## config.mk

```make
export PLATFORM = sky130hd
export DESIGN_NAME = fixed_step_look_rate_smoother_core
export DESIGN_NICKNAME = d
export VERILOG_FILES = /design/src/rtl/core/fsls_pkg.sv /design/src/rtl/core/fsls_ctrl.sv /design/src/rtl/core/fsls_dp.sv /design/src/rtl/core/fixed_step_look_rate_smoother_core.sv
export SDC_FILE = /design/constraint.sdc
export NUM_CORES = 2
export LEC_CHECK = 0
export BUFFER_PORTS_ARGS = -buffer_cell sky130_fd_sc_hd__buf_2
export CELL_PAD_IN_SITES_DETAIL_PLACEMENT = 0
export CELL_PAD_IN_SITES_GLOBAL_PLACEMENT = 1
export CORE_MARGIN = 1.5
export CORE_UTILIZATION = 50
export DETAILED_ROUTE_END_ITERATION = 7
export MAX_ROUTING_LAYER = met4
export PLACE_DENSITY = 0.8
export SKIP_LAST_GASP = 1
export SYNTH_ARGS = -nofsm -noshare
export SYNTH_HDL_FRONTEND = slang
export SYNTH_SLANG_ARGS = --single-unit
```

## constraint.sdc

```tcl
create_clock -name clk_i -period 11.6 [get_ports clk_i]
set_clock_uncertainty 0.2 [all_clocks]
set_input_delay 0 -clock clk_i [delete_from_list [all_inputs] [get_ports clk_i]]
set_output_delay 0 -clock clk_i [all_outputs]
set_load 0.05 [all_outputs]
```

## src/rtl/core/fsls_pkg.sv

```systemverilog
`timescale 1ns / 1ps

package fsls_pkg;

  localparam int unsigned ELAPSED_W = 20;
  localparam int unsigned ANGLE_W   = 16;
  localparam int unsigned RATE_W    = 15;
  localparam int unsigned STEP_W    = 17;
  localparam int unsigned SCALE_W   = 16;
  localparam int unsigned ALPHA_W   = 17;
  localparam int unsigned BACKLOG_W = 20;
  localparam int unsigned ACC_W     = 21;
  localparam int unsigned SMOOTH_W  = 24;
  localparam int unsigned MUL_A_W   = 24;
  localparam int unsigned MUL_B_W   = 17;
  localparam int unsigned PROD_W    = MUL_A_W + MUL_B_W;

  // 100 ms frame time limit, 720 deg/s rate limit, 2 deg/s dead zone,
  // (30 deg/s)^2 speed threshold, the rates in 1/16 deg/s units
  localparam logic [STEP_W-1:0] DT_CLAMP_US = 17'd100000;
  localparam logic [24:0]       RATE_LIMIT  = 25'd11520;
  localparam logic [24:0]       DEAD_ZONE   = 25'd32;
  localparam logic [28:0]       FAST_SQ     = 29'd230400;
  localparam logic [ALPHA_W-1:0] ALPHA_ONE  = 17'h10000;

  // register indexes
  localparam logic [1:0] REG_STEP_US    = 2'd0;
  localparam logic [1:0] REG_RATE_SCALE = 2'd1;
  localparam logic [1:0] REG_ALPHA_MOVE = 2'd2;
  localparam logic [1:0] REG_ALPHA_STOP = 2'd3;

  typedef enum logic [3:0] {
    OP_NONE,
    OP_LOAD,
    OP_SEED,
    OP_CUT,
    OP_MUL_Y,
    OP_MUL_P,
    OP_SQ_Y,
    OP_SQ_P,
    OP_SEL,
    OP_BL_Y,
    OP_BL_P,
    OP_BL_DONE,
    OP_EMIT
  } op_e;

  typedef struct packed {
    op_e op;
  } cmd_t;

  typedef struct packed {
    logic step_ok;
    logic out_free;
  } status_t;

  typedef struct packed {
    logic [STEP_W-1:0]  step_us;
    logic [SCALE_W-1:0] rate_scale;
    logic [ALPHA_W-1:0] alpha_move;
    logic [ALPHA_W-1:0] alpha_stop;
  } cfg_t;

endpackage

```

## src/rtl/core/fsls_ctrl.sv

```systemverilog
`timescale 1ns / 1ps

module fsls_ctrl (
  input  logic             clk_i,
  input  logic             rst_ni,
  input  logic             in_valid_i,
  output logic             in_ready_o,
  input  fsls_pkg::status_t status_i,
  output fsls_pkg::cmd_t    cmd_o
);
  import fsls_pkg::*;

  typedef enum logic [3:0] {
    S_IDLE,
    S_CHECK,
    S_MUL_Y,
    S_MUL_P,
    S_SQ_Y,
    S_SQ_P,
    S_SEL,
    S_BL_Y,
    S_BL_P,
    S_BL_DONE,
    S_EMIT
  } state_e;

  state_e state_q, state_d;

  always_ff @(posedge clk_i or negedge rst_ni) begin
    if (!rst_ni) begin
      state_q <= S_IDLE;
    end else begin
      state_q <= state_d;
    end
  end

  always_comb begin
    state_d    = state_q;
    cmd_o.op   = OP_NONE;
    case (state_q)
      S_IDLE: begin
        if (in_valid_i) begin
          cmd_o.op = OP_LOAD;
          state_d  = S_CHECK;
        end
      end
      S_CHECK: begin
        if (status_i.step_ok) begin
          cmd_o.op = OP_SEED;
          state_d  = S_MUL_Y;
        end else begin
          cmd_o.op = OP_CUT;
          state_d  = S_IDLE;
        end
      end
      S_MUL_Y: begin
        cmd_o.op = OP_MUL_Y;
        state_d  = S_MUL_P;
      end
      S_MUL_P: begin
        cmd_o.op = OP_MUL_P;
        state_d  = S_SQ_Y;
      end
      S_SQ_Y: begin
        cmd_o.op = OP_SQ_Y;
        state_d  = S_SQ_P;
      end
      S_SQ_P: begin
        cmd_o.op = OP_SQ_P;
        state_d  = S_SEL;
      end
      S_SEL: begin
        cmd_o.op = OP_SEL;
        state_d  = S_BL_Y;
      end
      S_BL_Y: begin
        cmd_o.op = OP_BL_Y;
        state_d  = S_BL_P;
      end
      S_BL_P: begin
        cmd_o.op = OP_BL_P;
        state_d  = S_BL_DONE;
      end
      S_BL_DONE: begin
        cmd_o.op = OP_BL_DONE;
        state_d  = S_EMIT;
      end
      S_EMIT: begin
        // hold until the output register can take the result
        if (status_i.out_free) begin
          cmd_o.op = OP_EMIT;
          state_d  = S_CHECK;
        end
      end
      default: begin
        state_d = S_IDLE;
      end
    endcase
  end

  assign in_ready_o = (state_q == S_IDLE);

endmodule

```

## src/rtl/core/fsls_dp.sv

```systemverilog
`timescale 1ns / 1ps

module fsls_dp #(
  parameter int unsigned MAX_STEPS = 16
) (
  input  logic                               clk_i,
  input  logic                               rst_ni,
  input  fsls_pkg::cfg_t                     cfg_i,
  input  fsls_pkg::cmd_t                     cmd_i,
  output fsls_pkg::status_t                  status_o,
  input  logic [fsls_pkg::ELAPSED_W-1:0]     in_elapsed_i,
  input  logic [fsls_pkg::ANGLE_W-1:0]       in_yaw_i,
  input  logic [fsls_pkg::ANGLE_W-1:0]       in_pitch_i,
  output logic                               out_valid_o,
  input  logic                               out_ready_i,
  output logic [fsls_pkg::RATE_W-1:0]        out_yaw_o,
  output logic [fsls_pkg::RATE_W-1:0]        out_pitch_o,
  output logic                               out_last_o
);
  import fsls_pkg::*;

  localparam int unsigned CNT_W = $clog2(MAX_STEPS + 1);

  // wrapped angle change: {negative, magnitude}; a half turn counts positive
  function automatic logic [17:0] wrap_mag(input logic [15:0] w);
    logic [15:0] n;
    n = 16'(~w + 16'd1);
    if (w[15] && (w[14:0] != 15'd0)) begin
      wrap_mag = {1'b1, 1'b0, n};
    end else begin
      wrap_mag = {1'b0, 1'b0, w};
    end
  endfunction

  // round, clamp and dead-zone a rate magnitude from |d| * scale in Q8
  function automatic logic [13:0] rate_mag(input logic [32:0] p);
    logic [32:0] s;
    logic [24:0] r;
    s = p + 33'd128;
    r = s[32:8];
    if (r > RATE_LIMIT) begin
      r = RATE_LIMIT;
    end
    if (r < DEAD_ZONE) begin
      r = 25'd0;
    end
    rate_mag = r[13:0];
  endfunction

  // add the rounded blend correction to a smoothed rate
  function automatic logic [SMOOTH_W-1:0] blend_add(input logic [SMOOTH_W-1:0] s,
                                                    input logic [PROD_W-1:0] p,
                                                    input logic neg);
    logic [PROD_W-1:0] t;
    logic [24:0]       r;
    logic [24:0]       sum;
    t = p + PROD_W'(32768);
    r = t[40:16];
    if (neg) begin
      sum = {s[SMOOTH_W-1], s} - r;
    end else begin
      sum = {s[SMOOTH_W-1], s} + r;
    end
    blend_add = sum[SMOOTH_W-1:0];
  endfunction

  // {negative, magnitude} of ry*256 - s
  function automatic logic [24:0] diff_mag(input logic [RATE_W-1:0] r,
                                           input logic [SMOOTH_W-1:0] s);
    logic [24:0] d;
    logic [24:0] n;
    d = {{2{r[RATE_W-1]}}, r, 8'd0} - {s[SMOOTH_W-1], s};
    n = 25'(~d + 25'd1);
    diff_mag = d[24] ? {1'b1, n[23:0]} : {1'b0, d[23:0]};
  endfunction

  // round the Q8 smoothed rate to 1/16 deg/s, halves away from zero
  function automatic logic [RATE_W-1:0] out_rate(input logic [SMOOTH_W-1:0] s);
    logic [SMOOTH_W-1:0] m;
    logic [SMOOTH_W:0]   t;
    logic [RATE_W-1:0]   r;
    m = s[SMOOTH_W-1] ? SMOOTH_W'(~s + 24'd1) : s;
    t = {1'b0, m} + 25'd128;
    r = t[22:8];
    out_rate = s[SMOOTH_W-1] ? RATE_W'(~r + 15'd1) : r;
  endfunction

  logic [BACKLOG_W-1:0] backlog_q;
  logic                 seeded_q;
  logic [ANGLE_W-1:0]   prev_y_q, prev_p_q;
  logic [SMOOTH_W-1:0]  sy_q, sp_q;
  logic [ACC_W-1:0]     acc_q;
  logic [CNT_W-1:0]     cnt_q;
  logic                 out_valid_q;

  logic [ANGLE_W-1:0]   cur_y_q, cur_p_q;
  logic [16:0]          dmag_y_q, dmag_p_q;
  logic                 dneg_y_q, dneg_p_q;
  logic [RATE_W-1:0]    ry_q, rp_q;
  logic [13:0]          rymag_q, rpmag_q;
  logic [27:0]          sqy_q;
  logic                 fast_q;
  logic [23:0]          dfy_mag_q, dfp_mag_q;
  logic                 dfy_neg_q, dfp_neg_q;
  logic [PROD_W-1:0]    prod_q;
  logic [RATE_W-1:0]    out_yaw_q, out_pitch_q;
  logic                 out_last_q;

  logic [MUL_A_W-1:0]   mul_a;
  logic [MUL_B_W-1:0]   mul_b;
  logic [ALPHA_W-1:0]   alpha_raw, alpha_eff;
  logic [STEP_W-1:0]    dt_clamped;
  logic [17:0]          wy, wp;
  logic [15:0]          dy, dp;
  logic [13:0]          rm_prod;
  logic [28:0]          sq_sum;
  logic [24:0]          dfy, dfp;
  logic [ACC_W-1:0]     step_ext;
  logic [ACC_W-1:0]     four_steps;
  logic                 out_free;

  assign step_ext   = ACC_W'(cfg_i.step_us);
  assign four_steps = ACC_W'({cfg_i.step_us, 2'b00});
  assign dt_clamped = (in_elapsed_i > ELAPSED_W'(DT_CLAMP_US)) ? DT_CLAMP_US
                                                               : in_elapsed_i[STEP_W-1:0];

  // later steps of one item see no change: prev already equals cur
  assign dy = seeded_q ? 16'(cur_y_q - prev_y_q) : 16'd0;
  assign dp = seeded_q ? 16'(cur_p_q - prev_p_q) : 16'd0;
  assign wy = wrap_mag(dy);
  assign wp = wrap_mag(dp);

  assign rm_prod = rate_mag(prod_q[32:0]);
  assign sq_sum  = {1'b0, sqy_q} + {1'b0, prod_q[27:0]};
  assign dfy     = diff_mag(ry_q, sy_q);
  assign dfp     = diff_mag(rp_q, sp_q);

  assign alpha_raw = fast_q ? cfg_i.alpha_move : cfg_i.alpha_stop;
  assign alpha_eff = alpha_raw[16] ? ALPHA_ONE : alpha_raw;

  // shared multiplier operand select
  always_comb begin
    mul_a = '0;
    mul_b = '0;
    case (cmd_i.op)
      OP_MUL_Y: begin
        mul_a = MUL_A_W'(dmag_y_q);
        mul_b = MUL_B_W'(cfg_i.rate_scale);
      end
      OP_MUL_P: begin
        mul_a = MUL_A_W'(dmag_p_q);
        mul_b = MUL_B_W'(cfg_i.rate_scale);
      end
      OP_SQ_Y: begin
        mul_a = MUL_A_W'(rymag_q);
        mul_b = MUL_B_W'(rymag_q);
      end
      OP_SQ_P: begin
        mul_a = MUL_A_W'(rpmag_q);
        mul_b = MUL_B_W'(rpmag_q);
      end
      OP_BL_Y: begin
        mul_a = dfy_mag_q;
        mul_b = alpha_eff;
      end
      OP_BL_P: begin
        mul_a = dfp_mag_q;
        mul_b = alpha_eff;
      end
      default: begin
        mul_a = '0;
        mul_b = '0;
      end
    endcase
  end

  always_ff @(posedge clk_i) begin
    prod_q <= {{MUL_B_W{1'b0}}, mul_a} * {{MUL_A_W{1'b0}}, mul_b};
  end

  // control and block state
  always_ff @(posedge clk_i or negedge rst_ni) begin
    if (!rst_ni) begin
      backlog_q   <= '0;
      seeded_q    <= 1'b0;
      prev_y_q    <= '0;
      prev_p_q    <= '0;
      sy_q        <= '0;
      sp_q        <= '0;
      acc_q       <= '0;
      cnt_q       <= '0;
      out_valid_q <= 1'b0;
    end else begin
      // a new result replaces one that leaves at the same edge
      if (cmd_i.op == OP_EMIT) begin
        out_valid_q <= 1'b1;
      end else if (out_valid_q && out_ready_i) begin
        out_valid_q <= 1'b0;
      end
      case (cmd_i.op)
        OP_LOAD: begin
          acc_q <= ACC_W'(backlog_q) + ACC_W'(dt_clamped);
          cnt_q <= '0;
        end
        OP_SEED: begin
          prev_y_q <= cur_y_q;
          prev_p_q <= cur_p_q;
          seeded_q <= 1'b1;
          acc_q    <= acc_q - step_ext;
        end
        OP_CUT: begin
          if (acc_q > four_steps) begin
            backlog_q <= BACKLOG_W'({cfg_i.step_us, 1'b0});
          end else begin
            backlog_q <= acc_q[BACKLOG_W-1:0];
          end
        end
        OP_BL_P: begin
          sy_q <= blend_add(sy_q, prod_q, dfy_neg_q);
        end
        OP_BL_DONE: begin
          sp_q <= blend_add(sp_q, prod_q, dfp_neg_q);
        end
        OP_EMIT: begin
          cnt_q <= cnt_q + CNT_W'(1);
        end
        default: begin
        end
      endcase
    end
  end

  // per-step payload
  always_ff @(posedge clk_i) begin
    case (cmd_i.op)
      OP_LOAD: begin
        cur_y_q <= in_yaw_i;
        cur_p_q <= in_pitch_i;
      end
      OP_SEED: begin
        dneg_y_q <= wy[17];
        dmag_y_q <= wy[16:0];
        dneg_p_q <= wp[17];
        dmag_p_q <= wp[16:0];
      end
      OP_MUL_P: begin
        rymag_q <= rm_prod;
        ry_q    <= dneg_y_q ? RATE_W'(~{1'b0, rm_prod} + 15'd1) : {1'b0, rm_prod};
      end
      OP_SQ_Y: begin
        rpmag_q <= rm_prod;
        rp_q    <= dneg_p_q ? RATE_W'(~{1'b0, rm_prod} + 15'd1) : {1'b0, rm_prod};
      end
      OP_SQ_P: begin
        sqy_q <= prod_q[27:0];
      end
      OP_SEL: begin
        fast_q    <= (sq_sum > FAST_SQ);
        dfy_neg_q <= dfy[24];
        dfy_mag_q <= dfy[23:0];
        dfp_neg_q <= dfp[24];
        dfp_mag_q <= dfp[23:0];
      end
      OP_EMIT: begin
        out_yaw_q   <= out_rate(sy_q);
        out_pitch_q <= out_rate(sp_q);
        out_last_q  <= (acc_q < step_ext) || (cnt_q == CNT_W'(MAX_STEPS - 1));
      end
      default: begin
      end
    endcase
  end

  assign out_free          = !out_valid_q || out_ready_i;
  assign status_o.out_free = out_free;
  assign status_o.step_ok  = (acc_q >= step_ext) && (cnt_q < CNT_W'(MAX_STEPS));

  assign out_valid_o = out_valid_q;
  assign out_yaw_o   = out_yaw_q;
  assign out_pitch_o = out_pitch_q;
  assign out_last_o  = out_last_q;

endmodule

```

## src/rtl/core/fixed_step_look_rate_smoother_core.sv

```systemverilog
`timescale 1ns / 1ps

// Fixed-step look rate smoother. Each input item carries a frame time and the
// control yaw and pitch angles; the frame time (clamped to 100 ms) feeds a time
// backlog, and for every whole step in it, up to MAX_STEPS per item, the block
// emits one result item with the smoothed yaw and pitch rates in 1/16 deg/s,
// tlast marking the final step of that input. An item that runs no step gives
// no result. One item is worked at a time, and the work waits while the output
// side stalls. Each step makes six passes through the one shared 24x17
// multiplier (two rate scalings, two squares for the speed test, two blends)
// with their capture and emit states. The output register lets the next item
// be taken while the last result still waits. Configuration is over APB at
// byte addresses 0, 4, 8, 12 (step_us, rate_scale, alpha_move, alpha_stop)
// and must be written only while the block is idle.
module fixed_step_look_rate_smoother_core #(
  parameter int unsigned MAX_STEPS = 16
) (
  input  logic        clk_i,
  input  logic        rst_ni,
  // input item
  input  logic        s_axis_tvalid_i,
  output logic        s_axis_tready_o,
  // [19:0] elapsed_us, [35:20] yaw_angle, [51:36] pitch_angle, [55:52] zero
  input  logic [55:0] s_axis_tdata_i,
  // result item
  output logic        m_axis_tvalid_o,
  input  logic        m_axis_tready_i,
  // [14:0] yaw_rate, [29:15] pitch_rate, [31:30] zero
  output logic [31:0] m_axis_tdata_o,
  output logic        m_axis_tlast_o,
  // configuration
  input  logic        psel,
  input  logic        penable,
  input  logic        pwrite,
  input  logic [3:0]  paddr,
  input  logic [31:0] pwdata,
  output logic [31:0] prdata,
  output logic        pready
);
  import fsls_pkg::*;

  cfg_t    cfg_q;
  cmd_t    cmd;
  status_t status;

  logic              cfg_wr;
  logic [1:0]        cfg_idx;
  logic [RATE_W-1:0] out_yaw;
  logic [RATE_W-1:0] out_pitch;

  assign pready  = 1'b1;
  assign cfg_idx = paddr[3:2];
  assign cfg_wr  = psel && penable && pwrite && pready;

  // register file: write on the access cycle, drop bits above each width
  always_ff @(posedge clk_i or negedge rst_ni) begin
    if (!rst_ni) begin
      cfg_q.step_us    <= 17'd8333;
      cfg_q.rate_scale <= 16'd2700;
      cfg_q.alpha_move <= 17'd15892;
      cfg_q.alpha_stop <= 17'd6485;
    end else if (cfg_wr) begin
      case (cfg_idx)
        REG_STEP_US:    cfg_q.step_us    <= pwdata[STEP_W-1:0];
        REG_RATE_SCALE: cfg_q.rate_scale <= pwdata[SCALE_W-1:0];
        REG_ALPHA_MOVE: cfg_q.alpha_move <= pwdata[ALPHA_W-1:0];
        REG_ALPHA_STOP: cfg_q.alpha_stop <= pwdata[ALPHA_W-1:0];
        default: begin
        end
      endcase
    end
  end

  always_comb begin
    case (cfg_idx)
      REG_STEP_US:    prdata = 32'(cfg_q.step_us);
      REG_RATE_SCALE: prdata = 32'(cfg_q.rate_scale);
      REG_ALPHA_MOVE: prdata = 32'(cfg_q.alpha_move);
      REG_ALPHA_STOP: prdata = 32'(cfg_q.alpha_stop);
      default:        prdata = '0;
    endcase
  end

  fsls_ctrl u_ctrl (
    .clk_i      (clk_i),
    .rst_ni     (rst_ni),
    .in_valid_i (s_axis_tvalid_i),
    .in_ready_o (s_axis_tready_o),
    .status_i   (status),
    .cmd_o      (cmd)
  );

  fsls_dp #(
    .MAX_STEPS (MAX_STEPS)
  ) u_dp (
    .clk_i        (clk_i),
    .rst_ni       (rst_ni),
    .cfg_i        (cfg_q),
    .cmd_i        (cmd),
    .status_o     (status),
    .in_elapsed_i (s_axis_tdata_i[19:0]),
    .in_yaw_i     (s_axis_tdata_i[35:20]),
    .in_pitch_i   (s_axis_tdata_i[51:36]),
    .out_valid_o  (m_axis_tvalid_o),
    .out_ready_i  (m_axis_tready_i),
    .out_yaw_o    (out_yaw),
    .out_pitch_o  (out_pitch),
    .out_last_o   (m_axis_tlast_o)
  );

  assign m_axis_tdata_o = {2'b00, out_pitch, out_yaw};

  // an accepted item keeps the input closed until its steps are done
  assert property (@(posedge clk_i) disable iff (!rst_ni)
    (s_axis_tvalid_i && s_axis_tready_o) |=> !s_axis_tready_o)
    else $error("input accepted again while an item is in work");

  // a result is only loaded when the output register is free
  assert property (@(posedge clk_i) disable iff (!rst_ni)
    (cmd.op == OP_EMIT) |-> status.out_free)
    else $error("result emitted over a waiting result");

  // the output valid only rises from an emit
  assert property (@(posedge clk_i) disable iff (!rst_ni)
    $rose(m_axis_tvalid_o) |-> $past(cmd.op == OP_EMIT))
    else $error("result valid without an emit");

endmodule
```

=== Word level (Yosys, flattened, before mapping) ===
Cells that the tools add are included.

* Add/subtract/negate cells: 25
* $mul: 1
* Order comparisons: 8
* Eq/ne operators: 28
* Multiplexer cells: 35
* Bitwise gates (word level): 9
* Reduce and logical (&&, ||, !) cells: 23

{| class="wikitable"
|+ Operators by type and width
! kind !! count
|-
| $pmux W24 S6 || 1
|-
| $pmux W32 S4 || 1
|-
| $pmux W4 S11 || 2
|-
| $mux W25 || 3
|-
| $pmux W17 S4 || 1
|-
| $mux W17 || 3
|-
| $sub A23 B24 Y25 || 2
|-
| $add A24 B1 Y24 const B || 2
|-
| $add A24 B24 Y24 || 2
|-
| $mux W24 || 2
|-
| $not A24 Y24 || 2
|-
| $sub A24 B24 Y24 || 2
|-
| $add A23 B1 Y23 const B || 2
|-
| $add A23 B8 Y23 const B || 2
|-
| $mux W23 || 2
|-
| $not A23 Y23 || 2
|-
| $add A15 B1 Y15 const B || 3
|-
| $mux W14 || 3
|-
| $pmux W21 S2 || 1
|-
| $add A40 B16 Y40 const B || 1
|-
| $mul A24 B17 Y40 || 1
|-
| $mux W18 || 2
|-
| $add A33 B8 Y33 const B || 1
|-
| $add A16 B1 Y16 const B || 2
|-
| other kinds (41) || 84
|}

* Register bits after elaboration: 475
* Output and inout bits: 68
* Word-level logic and storage cells: 165

=== Longest topological paths before layout ===
* Depth in word-level cells: 8
* Mapped depth: 38
* Depth with buffers taken out: 35

=== By module ===
A second synthesis with hierarchy kept.

* Cells, all modules: 5119
* Area total of the unflattened synthesis: 46517.1 um^2

{| class="wikitable"
|+ Modules (own cells, without submodules)
! module !! times used !! cells each !! area each (um^2) !! sequential area each (um^2)
|-
| fsls_dp || 1 || 4892 || 43043.8 || 10970.5
|-
| fixed_step_look_rate_smoother_core || 1 || 190 || 3146.8 || 1706.6
|-
| fsls_ctrl || 1 || 37 || 326.6 || 100.1
|}

=== Least setup slack after synthesis ===
No wires, ideal clock.

* Path type: register to register
* Start: register cfg_q[57] (netlist name)
* End: register u_dp.prod_q[39]
* Setup time: 0.072 ns
* Arrival: 9.184 ns
* Data required time: 11.328 ns
* Setup slack: 2.144 ns
* Stages on the path, launching flop included: 38
* Period minus slack after synthesis: 9.456 ns
* Cell sequence: dfstp_2 -> inv_1 -> ha_1 -> a21o_1 -> a21oi_1 -> o21ai_0 -> a21oi_1 -> o21ai_0 -> nor4_1 -> a211o_1 -> buf_2 -> buf_2 -> mux2i_1 -> o21ai_0 -> clkbuf_1 -> nand2_1 -> fa_1 -> inv_1 -> [2 not listed] -> fa_1 -> inv_1 -> fa_1 -> fa_1 -> inv_1 -> fa_1 -> inv_1 -> ha_1 -> a21o_1 -> a21o_1 -> a21o_1 -> a2111oi_0 -> a21oi_1 -> a311oi_1 -> nor3_1 -> a2111o_1 -> a21oi_1 -> xnor2_1

* Cells in the longest elaborated chain, start to end: 8
* Elaborated cells on any way between the ends: 15
* Those cells by class: mul: 1; order compare: 1; eq/ne: 6; mux: 4; reduce/logical: 3

{| class="wikitable"
|+ Ends and longest elaborated chain
! item !! RTL line !! text
|-
| start, declared || fixed_step_look_rate_smoother_core.sv:42 || <nowiki>cfg_t cfg_q;</nowiki>
|-
| $ge A21 B17 Y1 (*) || fsls_dp.sv:276 || <nowiki>assign status_o.step_ok = (acc_q >= step_ext) && (cnt_q < CNT_W'(MAX_STEPS));</nowiki>
|-
| $logic_and A1 B1 Y1 (*) || fsls_dp.sv:276 ||
|-
| $mux W1 (*) || fsls_ctrl.sv:48 || <nowiki>if (status_i.step_ok) begin</nowiki>
|-
| $pmux W4 S11 (*) || fsls_ctrl.sv:40 || <nowiki>case (state_q)</nowiki>
|-
| $eq A4 B4 Y1 / $eq A4 B3 Y1 (equally long branches) || fsls_dp.sv:145 || <nowiki>case (cmd_i.op)</nowiki>
|-
| $reduce_or A2 Y1 (no line) || - ||
|-
| $pmux W17 S4 || fsls_dp.sv:145 ||
|-
| $mul A24 B17 Y40 (*) || fsls_dp.sv:178 || <nowiki>prod_q <= {{MUL_B_W{1'b0}}, mul_a} * {{MUL_A_W{1'b0}}, mul_b};</nowiki>
|-
| end signal, assigned || fsls_dp.sv:178 ||
|-
| end, declared || fsls_dp.sv:105 || <nowiki>logic [PROD_W-1:0] prod_q;</nowiki>
|}

Every way passes the cells marked *; elsewhere a longest branch is shown, timed or not.
A chain may end at the register's enable or synchronous reset.

=== Worst setup path after layout ===
Ends and elaborated chain as after synthesis.

==> run summary <==
Yosys warns -> 0
Synthesized area per cell -> 9.065 um2
Post-Syn Area -> 46590 um2
Worst path slowest cell -> o211ai_1
Mux share of post-synthesis cell area -> 4.174%
CTS Buf Count -> 56
Final worst slack -> 0.7703 ns
Setup Viol. Count Final -> 0
Die ar. -> 95010 um2
WP buf/inv -> 5
Number of gates resized after cts -> 0
Gr usage total -> 29.86%
Worst EP required -> 11.92 ns
Initial antenna violation count -> 3
RR Startpoint -> cfg_q[57]
First-pass GRT wire length -> 213800 um
Final Max Slew Viols -> 0
Simple-gate area share of the yosys netlist -> 16.44%
CTS tree -> yes
Die height -> 308.2 um
Max clock buf depth -> 3
Min-Delay Path Class -> input port to flop
Total gr overflow -> 0
Sequential area share after synthesis -> 27.43%
Clk root buf -> clkbuf_16
Main synth FF type -> edfxtp_1
Worst Hold Path Cells -> 6
Max-cap violation count -> 0
Compound-cell area share of the yosys netlist -> 14.68%
Post-Synth XOR/XNOR Area -> 7.708%
Top Metal Used -> met4
Post-CTS setup buffers -> 0
Worst reg-to-reg setup slack -> 0.77 ns
Placed Instance Area -> 48660 um2
Setup CP Type -> flop to flop
Largest net degree at the start of global routing -> 101
1st-iter DRT viols -> 3011
Arrival time worst endpoint -> 11.15 ns
FF+latch count, synth -> 471
Fin crit share -> 93.36%
Asr flop ratio synth -> 42.25%
Hpwl dp -> 105000 um
CTS H-tree depth -> 2
Critical Path End Type -> flop
WHS -> 0.06139 ns
Adder-Cell Fraction of Synth Area -> 22.78%
Yosys top cell area share -> 14.95%
Vias in the first global route -> 37462
DRT Pass-1 Iters -> 6
Layout cells sized above 1 -> 9.491%
Post-synth cell types -> 105
RSZ-0062 raised after global routing -> false
Max_slew headroom -> 20.83%
Delay of the slowest critical-path stage -> 0.96 ns
Core box area -> 91940 um2
Number of I/O port buffers -> 127
Hold Path End -> cfg_q[45]
Post-synthesis instance total -> 5139
Vias/cell -> 5.761
Final min period -> 10.83 ns
Clock-pin slew on the worst setup and hold paths -> 0.07 ns
Synth top area cells -> edfxtp_1, fa_1, dfrtp_1
Detail Route Antenna Nets -> 0
WL per Instance -> 20.53 um
Final Wtd Congestion -> 0.9189
FMAX -> 92.34 MHz
R2R depth -> 32
Routed met2 length -> 64240 um
Status -> completed
Setup total negative slack -> 0 ns
Fin area -> 51940 um2
Routed WL -> 136100 um
Worst r2r dst -> u_dp.prod_q[39]
Crit path launch type -> flop
Initial Util -> 50.67%
Worst slew pin tran -> 1.182 ns
Met3 wire len -> 8647 um
Final Hold Viols -> 0
Critical path's most frequent cell -> fa_1
Layout Nets -> 6082
Hold path startpoint -> penable
Chip Width -> 308.2 um
Leading area contributor after synthesis -> edfxtp_1
EDFF count, synth -> 232
WL met1 -> 59450 um
Routed vias -> 38182
DRC -> 0
IO Pins -> 167
Skew-Pair Late Insertion Delay -> 0.68 ns
Largest family of logic cells by synthesized area -> adder cells
Synth-to-layout area growth -> 11.48%
Clock sinks -> 471
# fillers -> 8529
Row count -> 111
Critical path's top delay family -> compound AO/OA/AOI/OAI gates
Post-Place Setup Slack -> 0.8350 ns
Critical path fanouts, max -> 25
-- final cells by class --
cell class,instances,area (um2),area share (%)
sequential,471,12780,24.60
tap,1243,1555,2.995
clock inverter,30,305.3,0.5878
clock buffer,76,1599,3.079
inverter,576,2163,4.165
timing repair buffer,360,2761,5.317
multi-input combinational,3871,30770,59.25
antenna,1,2.502,0.004818
-- metal layers --
| layer | vias up | global-route usage [%] |
|---|---|---|
| met3 | 177 | 3.807 |
| met1 | 18782 | 39.45 |
| li1 | 18087 | - |
| met2 | 1136 | 48.37 |
| met5 | - | - |
| met4 | 0 | 8.191 |
-- worst register-to-register path, delay by kind of cell, from the launching register on --
kind | cells | cell delay, ns
compound gates | 14 | 4.36
fa+ha+maj | 8 | 3.92
simple gates | 4 | 1.10
flops | 1 | 0.56
buf+inv | 5 | 0.48
xor+xnor | 1 | 0.08
-- cell families after synthesis --
logic type / count (synthesis)
and+or+nand+nor: 1624
muxes: 164
adders and majority gates: 647
DFF: 471
buffers and inverters: 813
xor gates and xnor gates: 410
AOI/OAI and AO/OA: 1008
other: 2
-- stage by stage --
step           std cells  util, %
3_5_place_dp        6386    52.93
3_3_place_gp        6386    52.93
4_1_cts             6627    56.49
2_1_floorplan       5155        -
5_1_grt             6628    56.49
6_report            6628    56.49
-- flip-flops by register name, indices dropped and copies added, names as in the netlist, 20 cells and up --
name            flops
u_dp.dfy_mag_q     24
u_dp.sy_q          24
u_dp.prod_q        40
u_dp.sqy_q         28
u_dp.backlog_q     20
u_dp.acc_q         21
u_dp.dfp_mag_q     24
cfg_q              67
u_dp.sp_q          24
-- cells in the mapped netlist (all sizes together) (21+ instances only) --
master  instances
o21ai         240
or3            51
nor3           85
and3           38
fa            335
clkbuf        178
a221oi         28
and2           70
nand2b         56
o31ai          34
inv           574
xor2          162
o21bai         21
a21oi         210
buf            59
nor2b          38
ha            312
nand2         618
nand3b         22
o41ai          22
o211ai         33
dfxtp          40
xnor2         248
a22oi          39
nor4           39
nor2          382
mux2i          66
edfxtp        232
o21a           46
a21o           76
nand4          31
dfrtp         175
a31oi          40
a211oi         29
dfstp          24
nand3         110
mux2           82
a221o          23
-- placed cells by master (no fill, tap or decap), types with 162 or more instances in the layout --
cell	count
xnor2_1	248
nand2_1	617
inv_1	572
dfrtp_1	175
xor2_1	162
o21ai_0	232
nor2_1	376
edfxtp_1	232
ha_1	312
fa_1	335
a21oi_1	210
-- what timing repair did --
item                                    CTS  global route
hold endpoints to repair                283             0
hold buffers                            135             0
endpoints found under the setup margin    0             0
-- worst max-delay path by stage --
stage	end	cells after the start	from
finish	u_dp.prod_q[39]	32	cfg_q[57]
detailed placement	u_dp.prod_q[39]	32	cfg_q[57]
CTS	u_dp.prod_q[39]	32	cfg_q[57]
global route	u_dp.prod_q[39]	34	cfg_q[57]
global placement	u_dp.prod_q[39]	33	cfg_q[57]
floorplan	u_dp.prod_q[39]	37	cfg_q[57]
Power is left out: the tool's default activity adds up to more than one toggle a clock period on the data nets, which glitch-free logic cannot reach.
